`config.mk`:
```
export PLATFORM = sky130hd
export DESIGN_NAME = wct_ctrl
export DESIGN_NICKNAME = d
export VERILOG_FILES = /design/src/hw/rtl/wct_pkg.sv /design/src/hw/rtl/wct_ctrl.sv
export VERILOG_INCLUDE_DIRS = /design/src /design/src/hw/rtl
export SDC_FILE = /design/constraint.sdc
export NUM_CORES = 1
export LEC_CHECK = 0
export BUFFER_PORTS_ARGS = -buffer_cell sky130_fd_sc_hd__buf_4
export CAP_MARGIN = 30
export CORE_AREA = 2 2 39 41
export CTS_CLUSTER_SIZE = 14
export DETAILED_ROUTE_END_ITERATION = 10
export DIE_AREA = 0 0 41 43
export MAX_ROUTING_LAYER = met4
export SLEW_MARGIN = 30
export SYNTH_ARGS = -nofsm -noshare
export SYNTH_HDL_FRONTEND = slang
export SYNTH_SLANG_ARGS = --single-unit
```
`constraint.sdc`:
```
create_clock -name clk -period 2.1 [get_ports clk]
set_input_delay 0 -clock clk [delete_from_list [all_inputs] [get_ports clk]]
set_output_delay 0 -clock clk [all_outputs]
set_load 0.05 [all_outputs]
```
`src/hw/rtl/windowed_cumulative_trapezoid_unit_defines.svh`:
```
// assertion macros for the trapezoid unit rtl
// no dependencies; included by wct_ctrl, the only file that carries concurrent checks
`ifndef WINDOWED_CUMULATIVE_TRAPEZOID_UNIT_DEFINES_SVH
`define WINDOWED_CUMULATIVE_TRAPEZOID_UNIT_DEFINES_SVH

// same-cycle implication
`define WCT_ASSERT_IMP(label, clk, rst_n, ante, cons, msg) \
    label: assert property (@(posedge clk) disable iff (!rst_n) (ante) |-> (cons)) \
        else $error(msg);

// next-cycle implication
`define WCT_ASSERT_NEXT(label, clk, rst_n, ante, cons, msg) \
    label: assert property (@(posedge clk) disable iff (!rst_n) (ante) |=> (cons)) \
        else $error(msg);

`endif

```
`src/hw/rtl/wct_pkg.sv`:
```
// shared types, constants and helpers for the windowed trapezoid unit
// no dependencies; used by all rtl files of the block but wct_ram
`timescale 1ns / 1ps

package wct_pkg;

    localparam int MAX_POINTS_DEF = 64;
    localparam int XW             = 32;
    localparam int YW             = 32;
    localparam int SUMW           = 64;
    localparam int CFG_IDX_W      = 2;

    localparam logic [SUMW-1:0] SAT_MAX = {1'b0, {(SUMW-1){1'b1}}};
    localparam logic [SUMW-1:0] SAT_MIN = {1'b1, {(SUMW-1){1'b0}}};

    typedef enum logic [CFG_IDX_W-1:0] {
        CFG_WINDOW_LOW  = 2'd0,
        CFG_USE_LOW     = 2'd1,
        CFG_WINDOW_HIGH = 2'd2,
        CFG_USE_HIGH    = 2'd3
    } cfg_idx_t;

    typedef enum logic [3:0] {
        ST_IDLE,
        ST_SETUP,
        ST_LOW_RD,
        ST_LOW_CMP,
        ST_HIGH_RD,
        ST_HIGH_CMP,
        ST_FIRST_RD,
        ST_FIRST_OUT,
        ST_SEG_RD,
        ST_SEG_MUL,
        ST_SEG_ADD
    } state_t;

    typedef enum logic [1:0] {
        RD_LO,
        RD_HI,
        RD_IDX
    } rd_sel_t;

    typedef struct packed {
        logic    wr_point;
        logic    setup;
        logic    lo_inc;
        logic    hi_dec;
        logic    idx_load;
        logic    idx_inc;
        rd_sel_t rd_sel;
        logic    mul_en;
        logic    emit_empty;
        logic    emit_first;
        logic    emit_seg;
        logic    clear_run;
    } dp_cmd_t;

    typedef struct packed {
        logic low_hit;
        logic high_hit;
        logic lo_eq_hi;
        logic idx_eq_hi;
    } dp_status_t;

    // signed add that clamps to the 64-bit range
    function automatic logic [SUMW-1:0] sat_add(input logic [SUMW-1:0] a,
                                                input logic [SUMW-1:0] b);
        logic [SUMW-1:0] r;
        r = a + b;
        if ((a[SUMW-1] == b[SUMW-1]) && (r[SUMW-1] != a[SUMW-1]))
            r = a[SUMW-1] ? SAT_MIN : SAT_MAX;
        return r;
    endfunction

endpackage

```
`src/hw/rtl/wct_ctrl.sv`:
```
// controller: load, trim scans and emission sequencing
// depends on wct_pkg and the assertion macro header
`timescale 1ns / 1ps
`include "windowed_cumulative_trapezoid_unit_defines.svh"

module wct_ctrl (
    input  logic                clk,
    input  logic                rst_n,
    input  logic                start,
    input  logic                final_point,
    output logic                busy,
    input  wct_pkg::dp_status_t status,
    output wct_pkg::dp_cmd_t    cmd
);

    wct_pkg::state_t state_reg, state_next;
    logic            accept;

    always_ff @(posedge clk or negedge rst_n)
    begin
        if (!rst_n)
            state_reg <= wct_pkg::ST_IDLE;
        else
            state_reg <= state_next;
    end

    assign busy   = (state_reg != wct_pkg::ST_IDLE);
    assign accept = start && !busy;

    always_comb
    begin
        state_next = state_reg;
        cmd        = '0;
        cmd.rd_sel = wct_pkg::RD_IDX;
        case (state_reg)
            wct_pkg::ST_IDLE:
            begin
                cmd.wr_point = accept;
                if (accept && final_point)
                    state_next = wct_pkg::ST_SETUP;
            end
            wct_pkg::ST_SETUP:
            begin
                cmd.setup  = 1'b1;
                state_next = wct_pkg::ST_LOW_RD;
            end
            wct_pkg::ST_LOW_RD:
            begin
                cmd.rd_sel = wct_pkg::RD_LO;
                state_next = wct_pkg::ST_LOW_CMP;
            end
            wct_pkg::ST_LOW_CMP:
            begin
                if (status.low_hit)
                begin
                    cmd.lo_inc = 1'b1;
                    state_next = wct_pkg::ST_LOW_RD;
                end
                else
                    state_next = wct_pkg::ST_HIGH_RD;
            end
            wct_pkg::ST_HIGH_RD:
            begin
                cmd.rd_sel = wct_pkg::RD_HI;
                state_next = wct_pkg::ST_HIGH_CMP;
            end
            wct_pkg::ST_HIGH_CMP:
            begin
                if (status.high_hit)
                begin
                    cmd.hi_dec = 1'b1;
                    state_next = wct_pkg::ST_HIGH_RD;
                end
                else if (status.lo_eq_hi)
                begin
                    // single point left: one empty-window result ends the run
                    cmd.emit_empty = 1'b1;
                    cmd.clear_run  = 1'b1;
                    state_next     = wct_pkg::ST_IDLE;
                end
                else
                begin
                    cmd.idx_load = 1'b1;
                    state_next   = wct_pkg::ST_FIRST_RD;
                end
            end
            wct_pkg::ST_FIRST_RD:
            begin
                state_next = wct_pkg::ST_FIRST_OUT;
            end
            wct_pkg::ST_FIRST_OUT:
            begin
                cmd.emit_first = 1'b1;
                cmd.idx_inc    = 1'b1;
                state_next     = wct_pkg::ST_SEG_RD;
            end
            wct_pkg::ST_SEG_RD:
            begin
                state_next = wct_pkg::ST_SEG_MUL;
            end
            wct_pkg::ST_SEG_MUL:
            begin
                cmd.mul_en = 1'b1;
                state_next = wct_pkg::ST_SEG_ADD;
            end
            wct_pkg::ST_SEG_ADD:
            begin
                cmd.emit_seg = 1'b1;
                if (status.idx_eq_hi)
                begin
                    cmd.clear_run = 1'b1;
                    state_next    = wct_pkg::ST_IDLE;
                end
                else
                begin
                    cmd.idx_inc = 1'b1;
                    state_next  = wct_pkg::ST_SEG_RD;
                end
            end
            default:
            begin
                state_next = wct_pkg::ST_IDLE;
            end
        endcase
    end

    `WCT_ASSERT_IMP(a_emit_onehot, clk, rst_n, 1'b1, $onehot0({cmd.emit_empty, cmd.emit_first, cmd.emit_seg}), "more than one result command in a cycle")
    `WCT_ASSERT_NEXT(a_final_starts_run, clk, rst_n, start && !busy && final_point, busy, "final point did not start a run")
    `WCT_ASSERT_NEXT(a_mul_then_add, clk, rst_n, state_reg == wct_pkg::ST_SEG_MUL, cmd.emit_seg, "segment product not followed by its result")
    `WCT_ASSERT_IMP(a_no_store_in_run, clk, rst_n, busy, !cmd.wr_point && !(cmd.clear_run && cmd.setup), "point store touched during a run")

endmodule

```
**Word level (Yosys, flattened, before mapping)**

Index checks and enable logic that the tools add are counted.

- Logic and storage cells: 42
- Bits of input ports: 8
- Register bits: 4
- Output and inout port bits: 14

- Muxes and demuxes: 25
- Reduce and logical (&&, ||, !) cells: 5
- Equality and inequality tests: 11

Operators by type and width:

| kind | number |
|---|---|
| one-hot mux 4 bit (11 select lines) | 1 |
| equality test 4 x 3 -> 1 bit (second input constant) | 4 |
| 2-to-1 mux 1 bit | 15 |
| equality test 4 bit (second input constant) | 3 |
| 2-to-1 mux 4 bit | 3 |
| equality test 4 x 2 -> 1 bit (second input constant) | 2 |
| 2-to-1 mux 3 bit | 2 |
| equality test 4 x 1 -> 1 bit (second input constant) | 1 |
| logical NOT 4 bit | 1 |
| one-hot mux 1 bit (2 select lines) | 2 |
| one-hot mux 2 bit (2 select lines) | 1 |
| nonzero test 4 bit | 1 |
| logical AND 1 bit | 2 |
| 2-to-1 mux 2 bit | 1 |
| inequality test 2 bit (second input constant) | 1 |
| logical NOT 1 bit | 1 |

**Longest topological paths before layout**

Gate-level depths: netlist of the first run.

- Word-level depth: 6
- Depth in mapped cells: 4
- Gate-level depth less buffers: 3

**Worst setup path before layout of the first run**

OpenSTA, ideal clock, no wires.

- Path type: register to output
- From: reg state_reg[0]
- To: out cmd[7] (netlist name)
- Stages on the path, launching flop included: 5
- Path slack: -59 ps
- Path buffers: 1
- Data arrival time: 2159 ps
- Required time: 2100 ps
- Cell sequence: dfrtp_1 buf_6 and4bb_2 inv_1 o21ai_0

RTL lines:

| item | line | RTL |
|---|---|---|
| start, declared | wct_ctrl.sv:16 | `wct_pkg::state_t state_reg, state_next;` |
| start signal, assigned | wct_ctrl.sv:22 | `state_reg <= wct_pkg::ST_IDLE;` |
| start signal, assigned | wct_ctrl.sv:24 | `state_reg <= state_next;` |
| end, declared | wct_ctrl.sv:13 | `output wct_pkg::dp_cmd_t cmd` |

==> flow_summary.json, run 1 <==
{
  "tightest_slew_ns": 0.411,
  "core.rowCount": 14,
  "ctsHtreeMaxLevel": 1,
  "pin_count": 22,
  "slew_violations": 0,
  "route.detailed.drc": 0,
  "synth_nets": 56,
  "total_power_uw": 973,
  "outcome": "finished clean",
  "peakVddDrop_v": 0.000661,
  "power.density_nw_per_um2": 1750,
  "gp_congestion": 0.791,
  "clkLatencyLatePin_ns": 0.24,
  "pwr-share-comb_pct": 65.4,
  "p_switching_uw": 556,
  "cp-end-kind": "output port",
  "synth.area.top_cells": "dfrtp_1, nand2b_1, buf_6",
  "worstHoldStart": "status[3]",
  "grt_pass1_vias": 365,
  "hold_depth": 3,
  "fmax_mhz": 619,
  "avgSynthCellArea_um2": 7.92,
  "diodes": 0,
  "hold_violations": 0,
  "cts_inserted_buffers": 3,
  "maxCapViolCount": 0,
  "overflow": 0,
  "netlist_area_um2": 380,
  "yosysWarnings": 0,
  "critPathArrivalTime_ns": 1.61,
  "die_y_um": 43,
  "path_delay_family": "flip-flops",
  "setup_tns_ns": 0,
  "worstSetupStartpointType": "register",
  "critPathMaxStageDelay_ns": 0.59,
  "fin_crit_sh_pct": 76.9,
  "die_w_um": 41,
  "cp_slowest_cell": "dfrtp_1",
  "hold_slack_ns": 0.0719,
  "relSlewSlack_pct": 71.9,
  "core_um2": 1380,
  "ys_types": 26,
  "drive_above_1_share_pct": 42.0,
  "synth_area_leader_cell": "dfrtp_1",
  "cts-root-buf": "clkbuf_4",
  "cts_tree": "yes",
  "seqPwrFrac_pct": 24.5,
  "drt-initial-drc-count": 2,
  "crit_required_ns": 2.10,
  "path_clk_slew_ns": 0.04,
  "dieArea_um2": 1760,
  "portBuffers": 21,
  "hpwl_um": 723,
  "cts_buffer_depth": 2,
  "place_ws_ns": 0.749,
  "hold_end": "state_reg[2]",
  "seq_area_frac_synth_pct": 26.3,
  "timing.rr.start": "state_reg[2]",
  "nets": 79,
  "ys_ff_latch": 4,
  "skew_ns": 0.00364,
  "finalWirelength_um": 1010,
  "synth_common_cells": "nor2_1, dfrtp_1, nand2b_1, nor3_1",
  "r2r_setup_slack_ns": 0.81,
  "crit_buf_inv": 1,
  "ys.flop_type": "dfrtp_1",
  "grt_first_pass_wirelength_um": 1600,
  "min_path_type": "input port to register",
  "grt_usage_pct": 14.3,
  "syn_to_final_growth_pct": 46.1,
  "via_per_inst": 4.95,
  "path_max_fanout": 15,
  "p_sw_share_pct": 57.2,
  "synth_top_area_share_pct": 26.3,
  "route.detailed.wl_per_inst_um": 11.9,
  "setup_viol": 0,
  "antenna_found_initial": 0,
  "largest_register_ffs": 4,
  "synth_most_common_cell": "nor2_1",
  "ant_nets": 0,
  "p_int_uw": 417,
  "power_frac_clock_pct": 10.2,
  "r2r-end": "state_reg[1]",
  "criticalPathCategory": "register to output port",
  "firstDrtPassIters": 2,
  "ys_async_sr_fraction_pct": 100,
  "grt_max_degree": 16,
  "clkSinkCount": 4,
  "ctsResizeCount": 0,
  "path_cells": "nand2b_1, or2_2, o21ai_1, buf_4",
  "start_util_pct": 27.5,
  "setup_ws_ns": 0.485,
  "reg2reg_depth": 3,
  "period_needed_ns": 1.61,
  "syn_inst": 48,
  "rsz0062_at_grt": "false",
  "fillers": 152,
  "synth_edf_count": 0,
  "vias": 421,
  "p_leak_nw": 0.285
}
area by class of cell:
type	instances	area [µm²]	area share (%)
Tap cell	16	20.0	3.60
Timing Repair Buffer	22	168	30.2
Clock buffer	3	22.5	4.05
Multi-Input combinational cell	37	234	42.1
Inverter	3	11.3	2.03
Sequential cell	4	100	18.0
tightest hold or removal path: cells and delay by family:
family / cells / cell delay [ns]
buffers and inverters: 1 / 0.09
AND/OR/NAND/NOR: 1 / 0.10
AO/OA/AOI/OAI: 1 / 0.07
power groups by stage:
stage	logic (mW)	clock network (mW)	registers, mW
floorplan	0.612	0	0.139
global placement	0.638	0	0.234
detailed placement	0.638	0	0.236
CTS	0.642	0.101	0.235
global route	0.678	0.105	0.252
finish	0.636	0.0991	0.238
what timing repair did:
item                                   4_1_cts  5_1_grt
endpoints found under the hold margin        4        0
hold buffers                                 1        0
buffers inserted                             0        0
cells by family after synthesis:
logic type | share of synthesized area [%]
DFF | 26.3
AOI/OAI and AO/OA | 14.5
buffers and inverters | 12.2
xor gates and xnor gates | 2.30
and+or+nand+nor | 44.7
cell usage in the layout (no fill, tap or decap), types with 2 or more instances in the layout:
cell / netlist / layout
nor3_1: 4 / 4
inv_1: 3 / 3
nand2_1: 3 / 3
nor2_1: 6 / 6
clkbuf_4: 0 / 3
nand3b_1: 2 / 2
nand2b_1: 4 / 4
buf_4: 1 / 21
dfrtp_1: 4 / 4
or3_1: 2 / 2
per-layer routing:
layer  global-route usage [%]  wire length (µm)  vias to the layer above  part of all wire [%]
met1                     17.7               469                      197                    46
li1                         -                 -                      205                     -
met4                     10.0                18                        0                   1.8
met3                     4.71                66                        3                   6.5
met5                        -                 0                        -                     0
met2                     18.8               457                       16                    45
how the worst max path moves through the flow:
stage | from | endpoint | slack, ns | cells past startpoint
after floorplan | state_reg[1] | state_reg[1] | 0.12 | 3
after global placement | state_reg[2] | cmd[7] | 0.76 | 4
after detailed placement | state_reg[2] | cmd[7] | 0.75 | 4
after CTS | state_reg[2] | cmd[7] | 0.49 | 4
after global routing | state_reg[2] | cmd[7] | 0.37 | 4
final | state_reg[2] | cmd[7] | 0.49 | 4
metrics by stage:
step | std cells | util (%) | cell area (µm²)
6_report | 85 | 40.1 | 556
2_1_floorplan | 48 | - | 380
3_3_place_gp | 81 | 37.8 | 523
3_5_place_dp | 81 | 37.8 | 523
5_1_grt | 85 | 40.1 | 556
4_1_cts | 85 | 40.1 | 556
Note: power is estimated with default switching activity, not from simulation.
==> run 2, diff against run 1 <==
==> constraint.sdc (replaced) <==
create_clock -name clk -period 1.6 [get_ports clk]
set_input_delay 0 -clock clk [delete_from_list [all_inputs] [get_ports clk]]
set_output_delay 0 -clock clk [all_outputs]
set_load 0.05 [all_outputs]
==> flow_summary.json, run 2 (synthesis results as in run 1) <==
{
  "outcome": "finished clean",
  "ant_nets": 0,
  "timing.rr.start": "state_reg[0]",
  "worstHoldStart": "status[3]",
  "multi_input_area_um2": 256,
  "dp.cells": 81,
  "setup_viol": 0,
  "die_y_um": 43,
  "ctsHtreeMaxLevel": 1,
  "grt_max_degree": 16,
  "setup_tns_ns": 0,
  "via_per_inst": 4.73,
  "final_common_cell": "buf_4",
  "hold_depth": 3,
  "post_cts_buffers": 0,
  "overflow": 0,
  "use_met1_pct": 16.4,
  "relSlewSlack_pct": 72.2,
  "top_usage_layer": "met1",
  "antenna_found_initial": 0,
  "portBuffers": 21,
  "period_needed_ns": 1.49,
  "finalWirelength_um": 878,
  "hpwl_um": 663,
  "maxCapViolCount": 0,
  "firstDrtPassIters": 2,
  "fillers": 147,
  "drt-initial-drc-count": 2,
  "reg2reg_depth": 3,
  "cts_inserted_buffers": 3,
  "regArea_um2": 104,
  "fin_crit_sh_pct": 93.3,
  "nets": 79,
  "use_met2_pct": 15.3,
  "most-common-layout-cells": "buf_4, nor2_1, nand2b_1",
  "skew_ns": 0.00111,
  "diodes": 0,
  "layout.cells.non_filler": 85,
  "dieArea_um2": 1760,
  "route.detailed.wl_per_inst_um": 10.3,
  "vias": 402,
  "r2r_setup_slack_ns": 0.37,
  "peakVddDrop_v": 0.000632,
  "setup_ws_ns": 0.107,
  "path_clk_slew_ns": 0.04,
  "cts_tree": "yes",
  "hold_violations": 0,
  "min_path_type": "input port to register",
  "route.detailed.drc": 0,
  "hold_end": "state_reg[2]",
  "critPathArrivalTime_ns": 1.49,
  "criticalPathCategory": "register to output port",
  "start_util_pct": 27.5,
  "grtUsageMet3_pct": 6.28,
  "power.density_nw_per_um2": 2230,
  "grt_first_pass_wirelength_um": 1400,
  "largest_register_ffs": 4,
  "clkLatencyLatePin_ns": 0.23,
  "grt_pass1_vias": 319,
  "pin_count": 22,
  "grt_usage_pct": 12.4,
  "rsz0062_at_grt": "false",
  "crit_required_ns": 1.60,
  "core_um2": 1380,
  "fmax_mhz": 670,
  "gp_congestion": 0.745,
  "p_leak_nw": 0.286,
  "place_ws_ns": 0.273,
  "cp-end-kind": "output port",
  "syn_to_final_growth_pct": 53.0,
  "die_w_um": 41,
  "slew_violations": 0,
  "tightest_slew_ns": 0.416,
  "path_max_fanout": 11,
  "clkSinkCount": 4,
  "core.rowCount": 14,
  "cts_buffer_depth": 2,
  "cts-root-buf": "clkbuf_4",
  "drive_above_1_share_pct": 53.6,
  "r2r-end": "state_reg[2]",
  "worstSetupStartpointType": "register"
}
[run 2: critical path: stages (launching register included)]
cell and delay, ns:
dfrtp_1 0.58, nand2_4 0.08, or2_2 0.30, o21ai_1 0.08, buf_4 0.21
[run 2: area by class of cell]
cell class	instances	area share, %
inverters	3	1.94
repair buffers	22	28.8
flip-flops and latches	4	17.8
multi-input cells	37	44.1
well taps	16	3.44
clock buffers	3	3.87
[run 2: per-layer routing]
layer / up-vias / wire (µm)
li1: 210 / -
met1: 178 / 430
met2: 12 / 391
met3: 2 / 43
met4: 0 / 13
met5: - / 0
[run 2: metrics by stage]
| stage | power (mW) | utilization, % | hold slack, ns | instance area, µm² |
|---|---|---|---|---|
| final | 1.30 | 42.0 | 0.0749 | 582 |
| after global routing | 1.39 | 42.0 | 0.0759 | 582 |
| after CTS | 1.29 | 41.4 | 0.0705 | 573 |
| after detailed placement | 1.16 | 39.1 | -0.202 | 541 |
| after global placement | 1.16 | 39.1 | -0.204 | 541 |
| after floorplan | 1.00 | - | -0.296 | 398 |
[run 2: power breakdown]
group | internal (mW) | switching [mW] | total (mW)
clock network | 0.0837 | 0.0384 | 0.122
registers | 0.158 | 0.171 | 0.329
logic | 0.324 | 0.522 | 0.846
[run 2: how the worst max path moves through the flow]
stage | startpoint | end | slack (ns) | cells past startpoint
detailed placement | state_reg[2] | cmd[7] | 0.27 | 4
floorplan | state_reg[0] | cmd[7] | -0.19 | 4
global placement | state_reg[2] | cmd[7] | 0.29 | 4
global route | state_reg[0] | cmd[7] | 0.02 | 4
CTS | state_reg[2] | cmd[7] | 0.02 | 4
finish | state_reg[0] | cmd[7] | 0.11 | 4
[run 2: repair_timing]
action / 4_1_cts / 5_1_grt
gates resized for setup: 0 / 4
setup endpoints to repair: 0 / 6
hold endpoints to repair: 4 / 0
hold buffers: 1 / 0
==> run 3, diff against run 2 <==
--- a/config.mk
+++ b/config.mk
@@ -8,10 +8,10 @@
 export LEC_CHECK = 0
 export BUFFER_PORTS_ARGS = -buffer_cell sky130_fd_sc_hd__buf_4
 export CAP_MARGIN = 30
-export CORE_AREA = 2 2 39 41
+export CORE_AREA = 3 3 40 42
 export CTS_CLUSTER_SIZE = 14
 export DETAILED_ROUTE_END_ITERATION = 10
-export DIE_AREA = 0 0 41 43
+export DIE_AREA = 0 0 43 45
 export MAX_ROUTING_LAYER = met4
 export SLEW_MARGIN = 30
 export SYNTH_ARGS = -nofsm -noshare
==> flow_summary.json, run 3 (synthesis results as in run 1) <==
{
  "cp-end-kind": "output port",
  "dieArea_um2": 1940,
  "crit_required_ns": 1.60,
  "tightest_slew_ns": 0.376,
  "antenna_found_initial": 0,
  "vias": 399,
  "min_path_type": "input port to register",
  "place_ws_ns": 0.280,
  "finalWirelength_um": 873,
  "final_common_cell": "buf_4",
  "pin_count": 22,
  "setup_ws_ns": 0.117,
  "dp.cells": 80,
  "p_leak_nw": 0.288,
  "hold_slack_ns": 0.0869,
  "drt-initial-drc-count": 0,
  "drive_above_1_share_pct": 53.6,
  "grt_pass1_vias": 342,
  "cts_inserted_buffers": 3,
  "layout.cells.non_filler": 84,
  "ctsHtreeMaxLevel": 1,
  "slew_violations": 0,
  "rsz0062_at_grt": "false",
  "clkSinkCount": 4,
  "period_needed_ns": 1.48,
  "grt_first_pass_wirelength_um": 1340,
  "ant_nets": 0,
  "cp_slowest_cell": "dfrtp_2",
  "start_util_pct": 29.6,
  "gp_congestion": 0.747,
  "startpoint": "state_reg[3]",
  "skew_ns": 0.00247,
  "path_cells": "nand2b_1, or2_2, o21ai_1, buf_4",
  "stdcell_area_um2": 592,
  "path_clk_slew_ns": 0.03,
  "die_w_um": 43,
  "power.density_nw_per_um2": 2230,
  "relSlewSlack_pct": 74.3,
  "diodes": 0,
  "timing.rr.start": "state_reg[1]",
  "overflow": 0,
  "fmax_mhz": 674,
  "grt_max_degree": 16,
  "criticalPathCategory": "register to output port",
  "cts_tree": "yes",
  "die_y_um": 45,
  "portBuffers": 21,
  "postPlaceCellArea_um2": 539,
  "worstSetupStartpointType": "register",
  "total_power_mw": 1.32,
  "grt_usage_pct": 9.72,
  "cts_buffer_depth": 2,
  "peakVddDrop_v": 0.000671,
  "worstHoldStart": "status[3]",
  "critPathMaxStageDelay_ns": 0.47,
  "critPathArrivalTime_ns": 1.48,
  "hold_violations": 0,
  "fin_crit_sh_pct": 92.7,
  "core.rowCount": 13,
  "outcome": "finished clean",
  "post_cts_buffers": 0,
  "maxCapViolCount": 0,
  "hpwl_um": 667,
  "route.detailed.drc": 0,
  "setup_viol": 0,
  "syn_to_final_growth_pct": 55.6,
  "most-common-layout-cells": "buf_4, nor2_1, nand2b_1",
  "clkLatencyLatePin_ns": 0.23,
  "nets": 79,
  "via_per_inst": 4.75,
  "path_max_fanout": 12,
  "core_um2": 1280,
  "cts-root-buf": "clkbuf_4",
  "route.detailed.wl_per_inst_um": 10.4,
  "largest_register_ffs": 4,
  "firstDrtPassIters": 1
}
[run 3: cell types whose count changed in the layout (fill, tap and decap cells not counted)]
cell and delta:
nand4bb_4 +1, nand4bb_2 -1
[run 3: final timing paths]
path / endpoint / slack [ns] / cells past startpoint
worst max register to register: state_reg[1] / 0.33 / 3
worst min register to register: state_reg[2] / 0.58 / 1
worst max-delay path: cmd[7] / 0.12 / 4
max in group asynchronous: state_reg[3] / 1.39 / 2
min in group asynchronous: state_reg[1] / 0.10 / 2
worst min-delay path: state_reg[2] / 0.09 / 3
[run 3: stage by stage]
step	util [%]	TNS [ns]
after global placement	42.0	0
after detailed placement	42.0	0
final	46.1	0
after floorplan	-	-0.190
after global routing	46.1	0
after CTS	44.5	0
[run 3: timing repair]
| action | CTS | global route |
|---|---|---|
| setup endpoints to repair | 0 | 5 |
| hold buffers | 1 | 0 |
| endpoints found under the hold margin | 4 | 0 |
| gates resized for setup | 0 | 4 |
[run 3: metal layers]
metal	GRT usage, %	part of all wire [%]	vias to the layer above
li1	-	-	211
met1	11.7	48	173
met5	-	0	-
met3	4.78	6.5	2
met2	14.1	44	13
met4	3.61	1.4	0
[run 3: report_power, final]
part / switching [mW] / total (mW) / internal, mW
Combinational: 0.520 / 0.860 / 0.339
Sequential: 0.178 / 0.336 / 0.158
Clock: 0.0382 / 0.122 / 0.0837
Total: 0.736 / 1.32 / 0.581
[run 3: cell type report]
class | instances | area (µm²)
fillers | 133 | 693
multi-input cells | 37 | 268
repair buffers | 22 | 168
flip-flops and latches | 4 | 104
clock buffers | 3 | 22.5
well taps | 15 | 18.8
inverters | 3 | 11.3
[run 3: critical path: cells and delay by family (launching register included)]
family | cells | cell delay [ns]
AOI/OAI and AO/OA | 1 | 0.08
buffers and inverters | 1 | 0.21
DFF | 1 | 0.47
and+or+nand+nor | 2 | 0.50
